### config.mk
export PLATFORM = sky130hd
export DESIGN_NAME = tpm_ram
export DESIGN_NICKNAME = d
export VERILOG_FILES = /design/src/tpm_ram.sv
export SDC_FILE = /design/constraint.sdc
export NUM_CORES = 2
export LEC_CHECK = 0
export ABC_CLOCK_PERIOD_IN_PS = 6600
export BUFFER_PORTS_ARGS = -buffer_cell sky130_fd_sc_hd__buf_2
export CAP_MARGIN = 15
export CORE_MARGIN = 2
export CORE_UTILIZATION = 30
export DETAILED_ROUTE_END_ITERATION = 7
export PLACE_DENSITY = 0.47
export SLEW_MARGIN = 25
export SYNTH_ARGS = -nofsm -noshare
export SYNTH_HDL_FRONTEND = slang
export SYNTH_SLANG_ARGS = --single-unit
### constraint.sdc
create_clock -name i_clk -period 6.6 [get_ports i_clk]
set_input_delay 1.32 -clock i_clk [delete_from_list [all_inputs] [get_ports i_clk]]
set_output_delay 1.32 -clock i_clk [all_outputs]
set_load 0.01 [all_outputs]
### src/tpm_ram.sv
`timescale 1ns / 1ps
`default_nettype none
// ----------------------------------------------------------------------------
// tpm_ram: byte buffer memory
// One write port, one read port with registered, enabled read data.
// ----------------------------------------------------------------------------
module tpm_ram #(
    parameter int unsigned WIDTH = 8,
    parameter int unsigned DEPTH = 512
) (
    input  wire logic                     i_clk,
    input  wire logic                     i_we,
    input  wire logic [$clog2(DEPTH)-1:0] i_waddr,
    input  wire logic [WIDTH-1:0]         i_wdata,
    input  wire logic                     i_re,
    input  wire logic [$clog2(DEPTH)-1:0] i_raddr,
    output logic      [WIDTH-1:0]         o_rdata
);

    logic [WIDTH-1:0] r_mem [DEPTH];
    logic [WIDTH-1:0] r_rdata;

    always_ff @(posedge i_clk) begin
        if (i_we) begin
            r_mem[i_waddr] <= i_wdata;
        end
        if (i_re) begin
            r_rdata <= r_mem[i_raddr];
        end
    end

    assign o_rdata = r_rdata;

endmodule
`default_nettype wire

### Word-level counts from Yosys, hierarchy flattened

Memories as Yosys holds them, arrays and structs flattened. A register that Yosys moved wholly into a read port is not among the register bits.
Index checks and enable logic that the tools add are counted.

| storage, ports and cells | value |
|---|---|
| RAM bits | 4096 |
| memories kept | 1 |
| word-level logic and storage cells | 3 |
| flip-flop bits (word level) | 0 |
| output and inout bits | 8 |

Memory list:

| memory | depth | bits a word | read ports | clocked after memory_dff | wr ports | line | RTL |
|---|---|---|---|---|---|---|---|
| r_mem | 512 | 8 | 1 | 1 | 1 | 20 | `logic [WIDTH-1:0] r_mem [DEPTH];` |

| operators by class | value |
|---|---|
| mux-type cells | 2 |

Operators with widths:

| operator | number |
|---|---|
| two-way mux 1 bit | 2 |

### Logic depth before layout (Yosys ltp)

| depth | value |
|---|---|
| depth after elaboration | 2 |
| mapped depth | 12 |

### Least setup slack after synthesis

Ideal clock, no wire load.

| timing path | value |
|---|---|
| kind | input-to-reg |
| start | input port i_raddr[0] |
| end | register r_rdata[0], in the netlist o_rdata[0] (read register of r_mem) (data pin) |
| arrival | 3.174 ns |
| cell stages on the path | 10 |
| path slack | 3.169 ns |
| required time | 6.343 ns |
| setup time | 0.257 ns |
| path through | buf_4 buf_12 buf_12 buf_2 mux4_2 o21ai_0 nand3_1 nand4_1 o21ai_0 o2111a_1 |

RTL lines:

| what | line | RTL |
|---|---|---|
| start, declared | 16 | `input wire logic [$clog2(DEPTH)-1:0] i_raddr,` |
| end, declared | 21 | `logic [WIDTH-1:0] r_rdata;` |

==> results.md <==
* Routed wire length at 475 mm
* TritonCTS Buffers at 423
* Dpl ws at 0.332 ns
* Synthesized instance count at 8030
* Unrepaired setup endpoints after global routing: no
* Sequential fraction of the synthesis area at 77.0%
* Cell Int Power at 0.0426 W
* Final Critical Period at 5.15 ns
* DRC errors left at 0
* Placement Rows at 268
* Fin crit share at 78.0%
* Reg2reg start: r_mem[59][2]$_DFFE_PP_
* Hold Slack at 0.660 ns
* Final Max Tran Viols at 0
* Final design utilization at 34.3%
* CTS root buf: clkbuf_16
* Die area at 539000 um^2
* CTS H-tree depth at 5
* Routed WL per cell at 30.5 um
* Via density at 5.20
* Switching power at 0.0121 W
* Crit path from: i_raddr[1]
* DRT antenna net count at 0
* Synthesized flop and latch total at 4104
* Clk_lat worst skew at 1.00 ns
* Peak VDD IR at 0.222 mV
* Startpoint type of the worst setup path: input port
* GP Congestion at 0.861
* Post CTS Setup Buffer Count at 0
* Clk buf depth at 4
* CP max FO at 38
* Clock power frac at 42.5%
* Syn_area_per_cell at 19.9 um^2
* Proportion of layout cells with a drive suffix above 1 at 18.2%
* Switching part of the total at 22.2%
* Syn_nets at 8059
* Max-cap violation count at 0
* CTS tree: built
* Most common cell in the netlist: edfxtp_1
* Most frequent cells after synthesis: edfxtp_1, mux2i_1, mux4_2, nor2_1, o221ai_1
* # hold bufs at CTS at 0
* Leak Pwr at 56.4 nW
* Critical Path RT at 7.45 ns
* Synth Cell Area at 160000 um^2
* First-pass iteration count of the detailed router at 7
* Dominant synthesized flop cell: edfxtp_1
* Crit end category: register
* Nets at 8229
* Clock Sinks at 4104
* Gate power share at 5.0%
* GRT overflow at 0
* Critical Path AT at 6.00 ns
* Post-synth top area share at 77.0%
* Hold crit path type: in2reg
* Vias in the first global route at 82000
* Clk_skew at 0.0578 ns
* Vias at 81000
* Rel. slew slack at 21.0%
* IO Count at 37
* Status: complete, no violations
* Post-DP HPWL at 291 mm
* Die Ht at 734 um
* First-pass GRT wire length at 661 mm
* Synth cell types at 50
* Largest net degree at the start of global routing at 189
* Buffers on Ports at 36
* Post-route setup slack at 1.45 ns
* Synth warnings at 0
* Synth async-reset ratio at 0%
* Core Region at 532000 um^2
* Starting density of the core at 30.1%
* Final hold violations at 0
* GRT Total Usage at 17.1%
* Synth area leaders: edfxtp_1, mux4_2, mux2i_1, o221ai_1, nor2_1
* Initial antenna violation count at 30
* Dominant cell type by area after synthesis: edfxtp_1
* DRT iter0 DRCs at 8907
* Width of the die at 734 um
* Sequential Power Share at 52.5%
* Worst slew pin tran at 1.18 ns
* FMAX at 0.194 GHz
* Resize count post-CTS at 0
* Layout overhead on the synthesized area at 14.0%
* Setup Viol. Count Final at 0
* Register clock-pin slew on the reported worst setup and hold paths at 0.06 ns
* Worst hold path startpoint: i_wdata[5]
* Critical Setup Path Class: in2reg
* Power Density at 300 nW/um^2
* EDFF count, synth at 4104
final timing paths:
kind | to | slack [ns] | cells after the start
max reg2reg | o_rdata[2]$_DFFE_PP_ | 2.75 | 9
min reg2reg | o_rdata[6]$_DFFE_PP_ | 1.23 | 6
max | o_rdata[2]$_DFFE_PP_ | 1.45 | 11
min | r_mem[402][5]$_DFFE_PP_ | 0.66 | 1
power by group through the flow:
stage | Clock (W) | Combinational [W] | Sequential [W]
CTS | 0.0238 | 0.00279 | 0.0287
global route | 0.0247 | 0.00289 | 0.0287
global placement | 0 | 0.00275 | 0.0293
detailed placement | 0 | 0.00279 | 0.0293
floorplan | 0 | 0.00137 | 0.0293
finish | 0.0233 | 0.00276 | 0.0287
per-layer routing:
metal,up-vias,GRT usage [%],wire (um)
li1,33900,-,-
met3,647,2.72,28900
met2,2820,28.0,228000
met4,8,5.19,15300
met5,-,0,55
met1,43700,23.3,203000
worst max-delay path, stage by stage:
cell and delay (ns):
buf_8 0.40, nand2b_4 0.49, buf_4 0.38, o221ai_1 0.49, a21oi_1 0.23, nor4_1 0.90, buf_4 0.24, nand4_1 0.23
nor4_2 0.78, buf_4 0.26, o2111a_1 0.18
layout by cell type, fill, tap and decap left out, drive strengths merged, types with 7 or more instances in the layout:
cell type and count:
o21ai 119, a21oi 194, a211oi 17, buf 257, nor3 109, clkinvlp 11
nor4 36, nand3 36, clkinv 199, clkbuf 517, and2 20, edfxtp 4104
o2111a 8, o41ai 7, bufinv 31, diode 18, nor2 597, inv 17
o31ai 13, mux4 654, a22oi 61, o221ai 372, o22ai 163, nor3b 8
mux2i 797, nand4 32, nand2 111
final cells by class:
| cell class | count | area [um^2] |
|---|---|---|
| tap | 7020 | 8780 |
| inverter | 3 | 18.8 |
| fill | 49700 | 349000 |
| clock inverter | 255 | 2290 |
| antenna | 18 | 45.0 |
| sequential | 4104 | 123000 |
| timing repair buffer | 258 | 2780 |
| clock buffer | 516 | 11000 |
| multi-input combinational | 3410 | 34200 |
flip-flops by register name, summed over array words and instances (netlist names):
signal / count
r_mem: 4096
o_rdata: 8
stage by stage:
| step | setup TNS [ns] | std cells | power, W | area, um^2 |
|---|---|---|---|---|
| 2_1_floorplan | 0 | 8030 | 0.0306 | 160000 |
| 3_3_place_gp | -0.0631 | 14800 | 0.0320 | 169000 |
| 3_5_place_dp | 0 | 14800 | 0.0321 | 169000 |
| 4_1_cts | 0 | 15600 | 0.0553 | 182000 |
| 5_1_grt | 0 | 15600 | 0.0563 | 182000 |
| 6_report | 0 | 15600 | 0.0548 | 182000 |
kinds of logic (layout without fill, tap and decap cells):
kind of cell / Yosys count / count (layout) / synth area share, %
AO/OA/AOI/OAI: 979 / 979 / 4.31
buffers and inverters: 516 / 1032 / 1.85
flip-flops: 4104 / 4104 / 77.0
multiplexers: 1451 / 1451 / 14.2
other: 0 / 18 / 0
AND/OR/NAND/NOR: 980 / 980 / 2.63
(Power assumes the default switching activity.)
